**src/swft_pkg.sv**
```systemverilog
// shared types and constants for the stop-and-wait frame transmitter
package swft_pkg;

  localparam int unsigned BurstLen = 8;
  localparam int unsigned CntW     = $clog2(BurstLen + 1);

  localparam logic [1:0] REQ_PAYLOAD = 2'd0;
  localparam logic [1:0] REQ_RESP    = 2'd1;
  localparam logic [1:0] REQ_TIMEOUT = 2'd2;

  localparam logic [2:0] ST_NONE      = 3'd0;
  localparam logic [2:0] ST_BAD_CHECK = 3'd1;
  localparam logic [2:0] ST_ADVANCED  = 3'd2;
  localparam logic [2:0] ST_RETX      = 3'd3;
  localparam logic [2:0] ST_TO_RETRY  = 3'd4;
  localparam logic [2:0] ST_EXHAUSTED = 3'd5;

  localparam logic [7:0] FLAG_BYTE = 8'h7E;
  localparam logic [7:0] ESC_BYTE  = 8'h7D;
  localparam logic [7:0] ESC_FLAG  = 8'h5E;
  localparam logic [7:0] ESC_ESC   = 8'h5D;
  localparam logic [7:0] CTRL_REJ0 = 8'h54;
  localparam logic [7:0] CTRL_RR0  = 8'hAA;
  localparam logic [7:0] CTRL_REJ1 = 8'h55;
  localparam logic [7:0] CTRL_RR1  = 8'hAB;
  localparam logic [7:0] ADDR_RST  = 8'h03;
  localparam logic [3:0] MAX_RST   = 4'd3;
  localparam logic [3:0] CNT_MAX   = 4'd15;

  localparam logic CFG_ADDRESS = 1'b0;
  localparam logic CFG_MAX_ATT = 1'b1;

  typedef struct packed {
    logic [1:0] req_type;
    logic [7:0] data_byte;
    logic       first_of_frame;
    logic       last_of_frame;
    logic [7:0] resp_addr;
    logic [7:0] resp_ctrl;
    logic [7:0] resp_check;
  } swft_in_t;

  typedef struct packed {
    logic       result_kind;
    logic [7:0] tx_byte;
    logic [2:0] status;
    logic       seq_bit;
    logic       last_result;
  } swft_out_t;

  typedef struct packed {
    logic       sequence_bit;
    logic       acked_bit;
    logic [7:0] payload_check;
    logic [3:0] attempt_count;
  } swft_state_t;

  typedef struct packed {
    logic [BurstLen-1:0][7:0] bytes;
    logic                     kind;
    logic [2:0]               status;
    logic                     seq;
    logic [CntW-1:0]          count;
  } swft_burst_t;

endpackage

```
**src/stop_wait_frame_transmitter.sv**
```systemverilog
// top level: link state, configuration registers and result burst register
// the first result is presented from the burst register in the cycle after the request transfer
// one result per cycle while out_ready_i is high; a request with n results (1 to 8) holds
//   the burst register until its last result, and the next request transfers with that result
// reset: sequence, acked bit, check and attempt count clear; address 0x03, limit 3
// a request of the unused type is taken and yields nothing
module stop_wait_frame_transmitter import swft_pkg::*; (
  input  logic       clk_i,
  input  logic       rst_ni,
  input  logic       in_valid_i,
  output logic       in_ready_o,
  input  swft_in_t   in_data_i,
  output logic       out_valid_o,
  input  logic       out_ready_i,
  output swft_out_t  out_data_o,
  input  logic       cfg_we_i,
  input  logic       cfg_index_i,
  input  logic [7:0] cfg_data_i
);

  swft_state_t state_q, state_d;
  swft_burst_t burst_q, burst_d;
  logic [7:0]  addr_q;
  logic [3:0]  max_att_q;
  logic        in_xfer;
  logic        out_xfer;

  swft_encode u_encode (
    .req_i     (in_data_i),
    .state_i   (state_q),
    .address_i (addr_q),
    .max_att_i (max_att_q),
    .burst_o   (burst_d),
    .state_o   (state_d)
  );

  assign out_valid_o = (burst_q.count != '0);
  assign out_xfer    = out_valid_o && out_ready_i;
  assign in_ready_o  = !out_valid_o || (out_ready_i && (burst_q.count == CntW'(1)));
  assign in_xfer     = in_valid_i && in_ready_o;

  assign out_data_o.result_kind = burst_q.kind;
  assign out_data_o.tx_byte     = burst_q.bytes[0];
  assign out_data_o.status      = burst_q.status;
  assign out_data_o.seq_bit     = burst_q.seq;
  assign out_data_o.last_result = (burst_q.count == CntW'(1));

  always_ff @(posedge clk_i or negedge rst_ni) begin
    if (!rst_ni) begin
      state_q   <= '0;
      burst_q   <= '0;
      addr_q    <= ADDR_RST;
      max_att_q <= MAX_RST;
    end else begin
      if (cfg_we_i) begin
        unique case (cfg_index_i)
          CFG_ADDRESS: addr_q    <= cfg_data_i;
          CFG_MAX_ATT: max_att_q <= cfg_data_i[3:0];
          default:     addr_q    <= addr_q;
        endcase
      end
      if (in_xfer) begin
        state_q <= state_d;
        burst_q <= burst_d;
      end else if (out_xfer) begin
        burst_q.bytes <= burst_q.bytes >> 8;
        burst_q.count <= burst_q.count - CntW'(1);
      end
    end
  end

  // sequence bit moves only on an accepted response
  assert property (@(posedge clk_i) disable iff (!rst_ni)
    !(in_xfer && in_data_i.req_type == REQ_RESP) |=> $stable(state_q.sequence_bit))
    else $error("sequence bit changed without a response transfer");

  // attempt count moves only on a response or a timeout
  assert property (@(posedge clk_i) disable iff (!rst_ni)
    !(in_xfer && (in_data_i.req_type == REQ_RESP || in_data_i.req_type == REQ_TIMEOUT))
    |=> $stable(state_q.attempt_count))
    else $error("attempt count changed without a response or timeout");

  // a status report is always the only result of its request
  assert property (@(posedge clk_i) disable iff (!rst_ni)
    out_valid_o && out_data_o.result_kind |-> out_data_o.last_result)
    else $error("status report not marked as final result");

endmodule

```
**src/swft_encode.sv**
```systemverilog
// builds the result burst and next link state for one request
module swft_encode import swft_pkg::*; (
  input  swft_in_t    req_i,
  input  swft_state_t state_i,
  input  logic [7:0]  address_i,
  input  logic [3:0]  max_att_i,
  output swft_burst_t burst_o,
  output swft_state_t state_o
);

  logic [CntW-1:0] n;
  logic [7:0]      ctrl;
  logic [7:0]      pc;
  logic [3:0]      att;
  logic            acked;

  always_comb begin
    burst_o = '0;
    state_o = state_i;
    n       = '0;
    ctrl    = {7'd0, state_i.sequence_bit};
    pc      = '0;
    att     = state_i.attempt_count;
    acked   = state_i.acked_bit;
    burst_o.seq = state_i.sequence_bit;
    unique case (req_i.req_type)
      REQ_PAYLOAD: begin
        if (req_i.first_of_frame) begin
          burst_o.bytes[0] = FLAG_BYTE;
          burst_o.bytes[1] = address_i;
          burst_o.bytes[2] = ctrl;
          burst_o.bytes[3] = address_i ^ ctrl;
          n = CntW'(4);
        end else begin
          pc = state_i.payload_check;
        end
        pc = pc ^ req_i.data_byte;
        if (req_i.data_byte == FLAG_BYTE) begin
          burst_o.bytes[n[2:0]]        = ESC_BYTE;
          burst_o.bytes[n[2:0] + 3'd1] = ESC_FLAG;
          n = n + CntW'(2);
        end else if (req_i.data_byte == ESC_BYTE) begin
          burst_o.bytes[n[2:0]]        = ESC_BYTE;
          burst_o.bytes[n[2:0] + 3'd1] = ESC_ESC;
          n = n + CntW'(2);
        end else begin
          burst_o.bytes[n[2:0]] = req_i.data_byte;
          n = n + CntW'(1);
        end
        if (req_i.last_of_frame) begin
          burst_o.bytes[n[2:0]]        = pc;
          burst_o.bytes[n[2:0] + 3'd1] = FLAG_BYTE;
          n = n + CntW'(2);
        end
        state_o.payload_check = pc;
        burst_o.count = n;
      end
      REQ_RESP: begin
        burst_o.kind  = 1'b1;
        burst_o.count = CntW'(1);
        if (req_i.resp_check != (req_i.resp_addr ^ req_i.resp_ctrl)) begin
          burst_o.status = ST_BAD_CHECK;
        end else begin
          priority if (req_i.resp_ctrl == CTRL_REJ0) begin
            acked = 1'b0;
          end else if (req_i.resp_ctrl == CTRL_RR0) begin
            acked = 1'b0;
            att   = '0;
          end else if (req_i.resp_ctrl == CTRL_REJ1) begin
            acked = 1'b1;
          end else if (req_i.resp_ctrl == CTRL_RR1) begin
            acked = 1'b1;
            att   = '0;
          end else begin
            acked = state_i.acked_bit;
          end
          state_o.acked_bit     = acked;
          state_o.attempt_count = att;
          if (acked == state_i.sequence_bit) begin
            burst_o.status = ST_RETX;
          end else begin
            state_o.sequence_bit = ~state_i.sequence_bit;
            burst_o.seq          = ~state_i.sequence_bit;
            burst_o.status       = ST_ADVANCED;
          end
        end
      end
      REQ_TIMEOUT: begin
        burst_o.kind  = 1'b1;
        burst_o.count = CntW'(1);
        if (att != CNT_MAX) begin
          att = att + 4'd1;
        end
        state_o.attempt_count = att;
        burst_o.status = (att >= max_att_i) ? ST_EXHAUSTED : ST_TO_RETRY;
      end
      default: begin
        burst_o.count = '0;
      end
    endcase
  end

endmodule

```
**config.mk**
```make
export PLATFORM = sky130hd
export DESIGN_NAME = stop_wait_frame_transmitter
export DESIGN_NICKNAME = d
export VERILOG_FILES = /design/src/swft_pkg.sv /design/src/stop_wait_frame_transmitter.sv /design/src/swft_encode.sv
export SDC_FILE = /design/constraint.sdc
export NUM_CORES = 1
export LEC_CHECK = 0
export BUFFER_PORTS_ARGS = -buffer_cell sky130_fd_sc_hd__buf_4
export CORE_UTILIZATION = 45
export DETAILED_ROUTE_END_ITERATION = 8
export PLACE_DENSITY_LB_ADDON = 0.25
export SETUP_SLACK_MARGIN = 0.4
export SLEW_MARGIN = 20
export SYNTH_ARGS = -nofsm -noshare
export SYNTH_HDL_FRONTEND = slang
export SYNTH_SLANG_ARGS = --single-unit
```
**constraint.sdc**
```tcl
create_clock -name clk_i -period 2.4 [get_ports clk_i]
set_clock_uncertainty 0.2 [all_clocks]
set_input_delay 0.12 -clock clk_i [delete_from_list [all_inputs] [get_ports clk_i]]
set_output_delay 0.12 -clock clk_i [all_outputs]
set_load 0.05 [all_outputs]
```
==> results.sh, run 1 <==
export IMPL_crit_top_cell="a21o_1"
export IMPL_wl_met2_um=7290
export IMPL_setup_viol=0
export IMPL_num_vias=4810
export IMPL_syn_to_final_growth_pct=31.7
export IMPL_num_rows=39
export IMPL_yosys_most_used_dff="dfrtp_1"
export IMPL_reg2regPathDepth=10
export IMPL_synthArstFlopShare_pct=100
export IMPL_switching_share_pct=38.8
export IMPL_hold_viol_final=0
export IMPL_antenna_found_initial=0
export IMPL_clock_latency_ps=340
export IMPL_timing_final_crit_period_ps=2160
export IMPL_hold_path_class="in -> reg"
export IMPL_cts_tree="done"
export IMPL_cts_sinks=99
export IMPL_nNetsFinal=728
export IMPL_top_layer_used="met4"
export IMPL_synth_most_common_cell="dfrtp_1"
export IMPL_violations="design-rule violations"
export IMPL_status="finished, violations left"
export IMPL_internal_power_mw=4.30
export IMPL_grt_pass1_wl_um=23600
export IMPL_vias_per_cell=5.90
export IMPL_die_area_um2=12400
export IMPL_cpPeakStageDelay_ps=400
export IMPL_initial_core_util_pct=46.7
export IMPL_syn_cell_area_um2=5400
export IMPL_slew_limit_headroom_pct=49.0
export IMPL_reg2reg_to="out_data_o[2]"
export IMPL_ys_top_cells_by_count="dfrtp_1 (95), nor2_1 (66), a21oi_1 (64), nand2_1 (60), o21ai_0 (29)"
export IMPL_dp_hpwl_um=9490
export IMPL_worst_setup_path_start_kind="flop"
export IMPL_fin_tns_setup_ps=0
export IMPL_htreeDepth=3
export IMPL_drcViolationCount=4
export IMPL_arrival_ps=2200
export IMPL_power_mw=7.03
export IMPL_grt_max_degree=52
export IMPL_finalMaxSlewViolations=0
export IMPL_gp_congestion=0.877
export IMPL_cp_cell_sequence="ha_4, nand3_4, xnor2_2, ha_1, nand2b_1, a21o_1, a21o_1, a21oi_2, o31a_1, o21ai_1"
export IMPL_critPathKind="reg -> reg"
export IMPL_detail_route_first_pass_iterations=7
export IMPL_max_freq_ghz=0.463
export IMPL_drtIter0Drc=415
export IMPL_grt_total_usage_pct=24.0
export IMPL_min_path_cells=3
export IMPL_gr_total_overflow=0
export IMPL_critPathCaptureType="flop"
export IMPL_fp_dieH_um=112
export IMPL_cp_slowest_cell="dfrtp_1"
export IMPL_met1Wirelength_um=6490
export IMPL_power_frac_comb_pct=42.4
export IMPL_grt_pass1_vias=4680
export IMPL_rrSetupSlack_ps=240
export IMPL_ir_drop_mv=0.393
export IMPL_wl_met3_um=861
export IMPL_power_switching_mw=2.72
export IMPL_synth_edf_count=0
export IMPL_rsz0062_at_grt="true"
export IMPL_ant_nets=0
export IMPL_powerDensity_nw_per_um2=989
export IMPL_clkTransAtPathRegs_ps=70
export IMPL_num_io_pins=66
export IMPL_wl_per_cell_um=18.4
export IMPL_clk_path_buf_depth=2
export IMPL_ys_seq_elements=99
export IMPL_fin_util_pct=61.5
export IMPL_leakagePower_nw=3.18
export IMPL_period_share_pct=90.1
export IMPL_post_synth_cell_area_avg_um2=9.32
export IMPL_crit_end="out_data_o[2]"
export IMPL_drive_above_1_share_pct=30.4
export IMPL_root_buffer="clkbuf_16"
export IMPL_io_buffers=65
export IMPL_yosysTopAreaCell="dfrtp_1"
export IMPL_wl_um=15000
export IMPL_cap_violations=0
export IMPL_rr_startpoint="state_q[1]"
export IMPL_yosysTopAreaCellShare_pct=44.1
export IMPL_n_antenna_cell=0
export IMPL_synthCells=579
export IMPL_worst_slew_pin_slew_ps=764
export IMPL_p_clk_share_pct=20.0
export IMPL_cp_max_fo=4
export IMPL_die_w_um=112
export IMPL_required_ps=2440
export IMPL_critPathLaunch="state_q[1]"
export IMPL_ys_types=65
export IMPL_syn_num_nets=640
export IMPL_synth_seq_area_share_pct=46.0
export IMPL_p_seq_share_pct=37.6
export IMPL_synth_area_leaders="dfrtp_1 (44%), a21oi_1 (5.9%), nor2_1 (4.6%)"
export IMPL_numCtsBuffers=9
export IMPL_ys_warn_count=0
export IMPL_design_core_area_um2=11600
[worst min-delay path by stage]
stage | startpoint | slack (ps) | endpoint
finish | in_data_i[33] | 5 | out_data_o[12]
global route | in_data_i[27] | 40 | state_q[5]
CTS | in_data_i[27] | 1 | state_q[5]
detailed placement | rst_ni | -120 | state_q[3]
global placement | rst_ni | -130 | state_q[3]
floorplan | rst_ni | -380 | addr_q[2]
[metal layers]
layer,vias up,track usage [%]
met2,188,39.3
li1,2223,-
met5,-,0
met4,0,10.0
met3,24,3.27
met1,2375,32.0
[cell usage in the layout (no fill, tap or decap), types with 5 or more instances in the layout]
master and n:
nand3_1 17, xnor2_1 14, a21oi_2 5, nor2b_1 7, ha_1 8, dfrtp_1 93
inv_1 12, nand2_1 58, nor3_1 5, buf_12 6, mux2_2 14, a31oi_1 18
buf_6 6, clkbuf_16 11, o211ai_1 6, a21oi_1 59, a221oi_2 5, a222oi_1 5
o21ai_1 11, a21o_1 9, buf_4 93, nor2_4 6, nor2_1 60, o21ai_0 20
dlygate4sd3_1 20
[kinds of logic after synthesis]
| family | synth area share [%] |
|---|---|
| XOR/XNOR | 5.43 |
| adder cells (fa/ha/maj) | 2.55 |
| AO/OA/AOI/OAI | 19.1 |
| flip-flops | 46.0 |
| buffers and inverters | 5.82 |
| AND/OR/NAND/NOR | 17.4 |
| multiplexers | 3.69 |
[cell type report]
type / count / area, um^2
fillers: 948 / 4460
multi-input cells: 415 / 2930
flip-flops and latches: 99 / 2480
repair buffers: 128 / 1170
clock buffers: 12 / 256
well taps: 143 / 179
inverters: 14 / 52.6
clock inverters: 4 / 31.3
[power groups by stage]
| stage | Clock, mW | Combinational, mW | Sequential, mW |
|---|---|---|---|
| final | 1.41 | 2.98 | 2.64 |
| after detailed placement | 0 | 2.46 | 2.64 |
| after global routing | 1.49 | 3.22 | 2.71 |
| after floorplan | 0 | 1.94 | 2.53 |
| after CTS | 1.42 | 2.70 | 2.62 |
| after global placement | 0 | 2.40 | 2.61 |
[sequential cells by signal, summed over array words and instances, names as in the netlist]
register and cells:
state_q 14, max_att_q 4, out_data_o 13, addr_q 8, burst_q 60
[what timing repair did]
action	in CTS	in global routing
pin swaps	5	26
hold buffers	20	0
endpoints found under the hold margin	121	0
gates resized for setup	16	53
buffers inserted	10	10
cloned	1	3
endpoints found under the setup margin	38	63
[per-stage QoR]
stage	instances	hold WS [ps]	cell area, um^2	worst slack [ps]
2_1_floorplan	579	-376	5480	264
3_3_place_gp	755	-125	6080	177
3_5_place_dp	755	-119	6080	134
4_1_cts	802	1.09	6750	246
5_1_grt	815	35.3	7110	138
6_report	815	4.93	7110	239
[critical path: cells and delay by family (launching register included)]
family	cells	cell delay, ps
xor gates and xnor gates	1	160
AOI/OAI and AO/OA	5	610
and+or+nand+nor	2	240
adders and majority gates	2	450
DFF	1	400
Note: power is estimated with default switching activity, not from simulation.
==> run 2: changes to the inputs <==
Settings changed: CORE_ASPECT_RATIO set to 0.5, CORE_UTILIZATION 45 to 55, SKIP_LAST_GASP set to 1.
==> results.sh, run 2 (same netlist as run 1, synthesis figures left out) <==
export IMPL_drtIter0Drc=473
export IMPL_fill_cells=640
export IMPL_grt_pass1_wl_um=22800
export IMPL_wl_per_cell_um=19.1
export IMPL_critPathCaptureType="flop"
export IMPL_finalMaxSlewViolations=0
export IMPL_dp_cells=748
export IMPL_period_share_pct=90.4
export IMPL_antenna_found_initial=0
export IMPL_vias_per_cell=6.19
export IMPL_die_area_um2=10200
export IMPL_wl_um=15400
export IMPL_leakagePower_nw=3.15
export IMPL_grt_total_usage_pct=29.4
export IMPL_max_flop_register="burst_q"
export IMPL_clock_latency_ps=350
export IMPL_initial_core_util_pct=56.9
export IMPL_syn_to_final_growth_pct=30.8
export IMPL_timing_final_crit_period_ps=2170
export IMPL_grt_pass1_vias=4570
export IMPL_hold_path_class="in -> reg"
export IMPL_num_vias=4968
export IMPL_cts_tree="done"
export IMPL_final_cell_mix="buf_4 (95), dfrtp_1 (93), a21oi_1 (61), nor2_1 (58), nand2_1 (58)"
export IMPL_critPathKind="reg -> reg"
export IMPL_max_freq_ghz=0.461
export IMPL_required_ps=2440
export IMPL_numCtsBuffers=9
export IMPL_ir_drop_mv=0.607
export IMPL_min_from="in_data_i[33]"
export IMPL_cap_violations=0
export IMPL_num_rows=25
export IMPL_detail_route_first_pass_iterations=6
export IMPL_fin_util_pct=74.5
export IMPL_powerDensity_nw_per_um2=1000
export IMPL_gp_congestion=0.829
export IMPL_status="finished clean"
export IMPL_rr_startpoint="state_q[1]"
export IMPL_drcViolationCount=0
export IMPL_cp_max_fo=5
export IMPL_gr_total_overflow=0
export IMPL_largest_register_ffs=60
export IMPL_place_area_um2=6070
export IMPL_fp_dieH_um=72.0
export IMPL_die_w_um=142
export IMPL_fin_hold_ws_ps=18.5
export IMPL_nNetsFinal=725
export IMPL_slew_limit_headroom_pct=59.4
export IMPL_cts_sinks=99
export IMPL_rsz0062_at_grt="true"
export IMPL_num_io_pins=66
export IMPL_layout_cells_non_filler=803
export IMPL_drive_above_1_share_pct=30.8
export IMPL_clkTransAtPathRegs_ps=70
export IMPL_mostFrequentLayoutCell="buf_4"
export IMPL_io_buffers=65
export IMPL_setup_viol=0
export IMPL_fin_area_um2=7060
export IMPL_htreeDepth=3
export IMPL_grt_max_degree=47
export IMPL_root_buffer="clkbuf_16"
export IMPL_clk_path_buf_depth=2
export IMPL_critPathLaunch="state_q[1]"
export IMPL_n_antenna_cell=0
export IMPL_ant_nets=0
export IMPL_worst_slew_pin_slew_ps=605
export IMPL_dp_hpwl_um=9320
export IMPL_arrival_ps=2210
export IMPL_design_core_area_um2=9480
export IMPL_fin_tns_setup_ps=0
export IMPL_worst_setup_path_start_kind="flop"
export IMPL_hold_viol_final=0
==> run 2: cell types whose count changed in the layout (fill, tap and decap cells not counted), moves of 2 or more <==
cell	change
o311ai_4	+2
nor4_4	+2
dlygate4sd3_1	-3
buf_8	+2
buf_4	+2
nor2_1	-2
nor2_2	+2
a21oi_2	-2
a21oi_1	+2
o21ai_1	-6
buf_6	-4
o21ai_0	+6
buf_12	-2
==> run 2: per-stage QoR <==
step,power [mW],setup slack [ps]
after global placement,5.00,186
after detailed placement,5.08,66.5
after CTS,6.72,247
after global routing,7.47,129
final,7.09,232
after floorplan,4.46,264
==> run 2: layout make-up <==
| class | instances | area (um^2) | share of cell area (%) |
|---|---|---|---|
| multi-input cells | 417 | 3000 | 42.5 |
| clock inverters | 5 | 61.3 | 0.869 |
| well taps | 135 | 169 | 2.39 |
| repair buffers | 123 | 1050 | 14.9 |
| clock buffers | 10 | 239 | 3.39 |
| flip-flops and latches | 99 | 2480 | 35.2 |
| inverters | 14 | 52.6 | 0.745 |
==> run 2: worst paths after layout <==
kind	slack (ps)	depth (start not counted)	end
worst max-delay path	230	10	out_data_o[2]
worst min-delay path	20	5	burst_q[56]
worst max register to register	230	10	out_data_o[2]
worst min register to register	280	1	burst_q[70]
max in group asynchronous	1180	3	state_q[13]
min in group asynchronous	130	2	burst_q[71]
==> run 2: metal layers <==
metal | vias to the layer above | global-route usage [%] | share of wire, %
li1 | 2219 | - | -
met1 | 2424 | 39.2 | 42
met2 | 277 | 47.9 | 46
met3 | 48 | 7.72 | 9.1
met4 | 0 | 8.60 | 3.0
met5 | - | 0 | 0
==> run 2: where the power goes <==
part / switching, mW / internal [mW] / total (mW)
Clock: 0.644 / 0.837 / 1.48
Combinational: 1.71 / 1.25 / 2.96
Sequential: 0.409 / 2.25 / 2.65
==> run 2: critical path, cell delays in order (launching register included) <==
cell and delay (ps):
dfrtp_1 400, ha_4 170, nand3_4 100, xnor2_2 160
ha_1 270, nand2b_4 130, a21o_1 140, a21o_1 160
a21oi_2 110, o31a_1 150, o21ai_1 70
==> run 2: repair_timing <==
action | in CTS | in global routing
endpoints found under the setup margin | 45 | 60
pin swaps | 4 | 19
buffers inserted | 7 | 11
gates cloned | 2 | 3
endpoints found under the hold margin | 80 | 0
hold buffers | 17 | 0
gates resized for setup | 15 | 52
==> run 3: changes to the inputs <==
Settings changed: PLACE_DENSITY set to 0.76, PLACE_DENSITY_LB_ADDON 0.25 to unset, TNS_END_PERCENT set to 50.
==> results.sh, run 3 (same netlist as run 1, synthesis figures left out) <==
export IMPL_status="finished clean"
export IMPL_max_freq_ghz=0.466
export IMPL_cpPeakStageDelay_ps=420
export IMPL_n_antenna_cell=0
export IMPL_critPathCaptureType="flop"
export IMPL_syn_to_final_growth_pct=25.3
export IMPL_antenna_found_initial=0
export IMPL_cap_violations=0
export IMPL_drcViolationCount=0
export IMPL_crit_top_cell="a21o_1"
export IMPL_cts_sinks=99
export IMPL_cp_slowest_cell="dfrtp_1"
export IMPL_fill_cells=728
export IMPL_die_w_um=142
export IMPL_nNetsFinal=722
export IMPL_drtIter0Drc=470
export IMPL_gr_total_overflow=0
export IMPL_reg2regPathDepth=10
export IMPL_rsz0062_at_grt="true"
export IMPL_wl_um=14200
export IMPL_initial_core_util_pct=56.9
export IMPL_path_buf_inv=0
export IMPL_cp_depth=10
export IMPL_htreeDepth=3
export IMPL_largest_register_ffs=60
export IMPL_fin_tns_setup_ps=0
export IMPL_mostFrequentLayoutCell="buf_4"
export IMPL_grt_max_degree=59
export IMPL_arrival_ps=2190
export IMPL_final_cell_mix="buf_4 (97), dfrtp_1 (95), a21oi_1 (64), nor2_1 (62), nand2_1 (58)"
export IMPL_crit_family="compound AO/OA/AOI/OAI gates"
export IMPL_grt_pass1_wl_um=23400
export IMPL_min_path_cells=5
export IMPL_period_share_pct=89.5
export IMPL_fin_area_um2=6760
export IMPL_grt_total_usage_pct=29.9
export IMPL_worst_slew_pin_slew_ps=659
export IMPL_root_buffer="clkbuf_16"
export IMPL_setup_viol=0
export IMPL_rrSetupSlack_ps=250
export IMPL_required_ps=2440
export IMPL_finalMaxSlewViolations=0
export IMPL_powerDensity_nw_per_um2=988
export IMPL_gp_congestion=0.883
export IMPL_design_core_area_um2=9480
export IMPL_die_area_um2=10200
export IMPL_ant_nets=0
export IMPL_detail_route_first_pass_iterations=6
export IMPL_cp_cell_sequence="ha_4, nand3_4, xnor2_2, ha_1, nand2b_4, a21o_1, a21o_1, a21oi_1, o31a_1, o21ai_1"
export IMPL_slew_limit_headroom_pct=56.1
export IMPL_num_vias=4778
export IMPL_hold_viol_final=0
export IMPL_hold_path_class="in -> reg"
export IMPL_cts_tree="done"
export IMPL_clk_path_buf_depth=2
export IMPL_place_area_um2=6040
export IMPL_fin_hold_ws_ps=29.9
export IMPL_leakagePower_nw=3.09
export IMPL_num_rows=25
export IMPL_worst_slack_ps=253
export IMPL_num_io_pins=66
export IMPL_pre_cts_slack_ps=146
export IMPL_timing_final_crit_period_ps=2150
export IMPL_ir_drop_mv=0.496
export IMPL_wl_per_cell_um=17.7
export IMPL_numCtsBuffers=9
export IMPL_worst_setup_path_start_kind="flop"
export IMPL_max_flop_register="burst_q"
export IMPL_grt_pass1_vias=4688
export IMPL_dp_hpwl_um=9270
export IMPL_drive_above_1_share_pct=27.1
export IMPL_cp_max_fo=4
export IMPL_power_mw=6.68
export IMPL_clock_latency_ps=350
export IMPL_fp_dieH_um=72.0
export IMPL_vias_per_cell=5.97
export IMPL_critPathKind="reg -> reg"
export IMPL_io_buffers=65
export IMPL_clkTransAtPathRegs_ps=70
==> run 3: tightest hold or removal path, cell delays in order <==
cell,delay (ps)
buf_4,130
nand2_1,60
nor3_1,50
a21oi_1,110
a21oi_1,70
==> run 3: where the power goes <==
group          switching [mW]  internal, mW
registers               0.397          2.24
logic                    1.57          1.14
clock network           0.628         0.700
==> run 3: layout make-up <==
class	instances	area (um^2)	share of cell area (%)
inverter	14	52.6	0.777
sequential	99	2480	36.7
tap	135	169	2.50
timing repair buffer	122	1020	15.1
clock inverter	4	27.5	0.407
clock buffer	11	233	3.44
multi-input combinational	415	2780	41.1
==> run 3: metal layers <==
metal	share of wire, %	GRT usage [%]	up-vias
li1	-	-	2202
met3	7.5	6.73	35
met2	46	48.4	225
met5	0	0	-
met1	44	40.1	2316
met4	2.1	10.4	0
==> run 3: path summary, 6_finish.rpt <==
| kind | start | end |
|---|---|---|
| min in group asynchronous | rst_ni | out_data_o[8] |
| max reg2reg | state_q[1] | out_data_o[2] |
| min | in_data_i[33] | burst_q[56] |
| max | state_q[1] | out_data_o[2] |
| max in group asynchronous | rst_ni | addr_q[0] |
| min reg2reg | burst_q[64] | burst_q[64] |
==> run 3: through the flow <==
| stage | util (%) | instances |
|---|---|---|
| floorplan | - | 579 |
| CTS | 70.6 | 799 |
| global route | 71.3 | 800 |
| global placement | 63.8 | 749 |
| finish | 71.3 | 800 |
| detailed placement | 63.8 | 749 |
==> run 3: repair_timing <==
action / CTS / global route
buffers inserted: 15 / 1
cloned: 2 / 0
pin swaps: 10 / 2
hold endpoints to repair: 79 / 0
endpoints found under the setup margin: 69 / 68
hold buffers: 18 / 0
gates resized for setup: 21 / 10
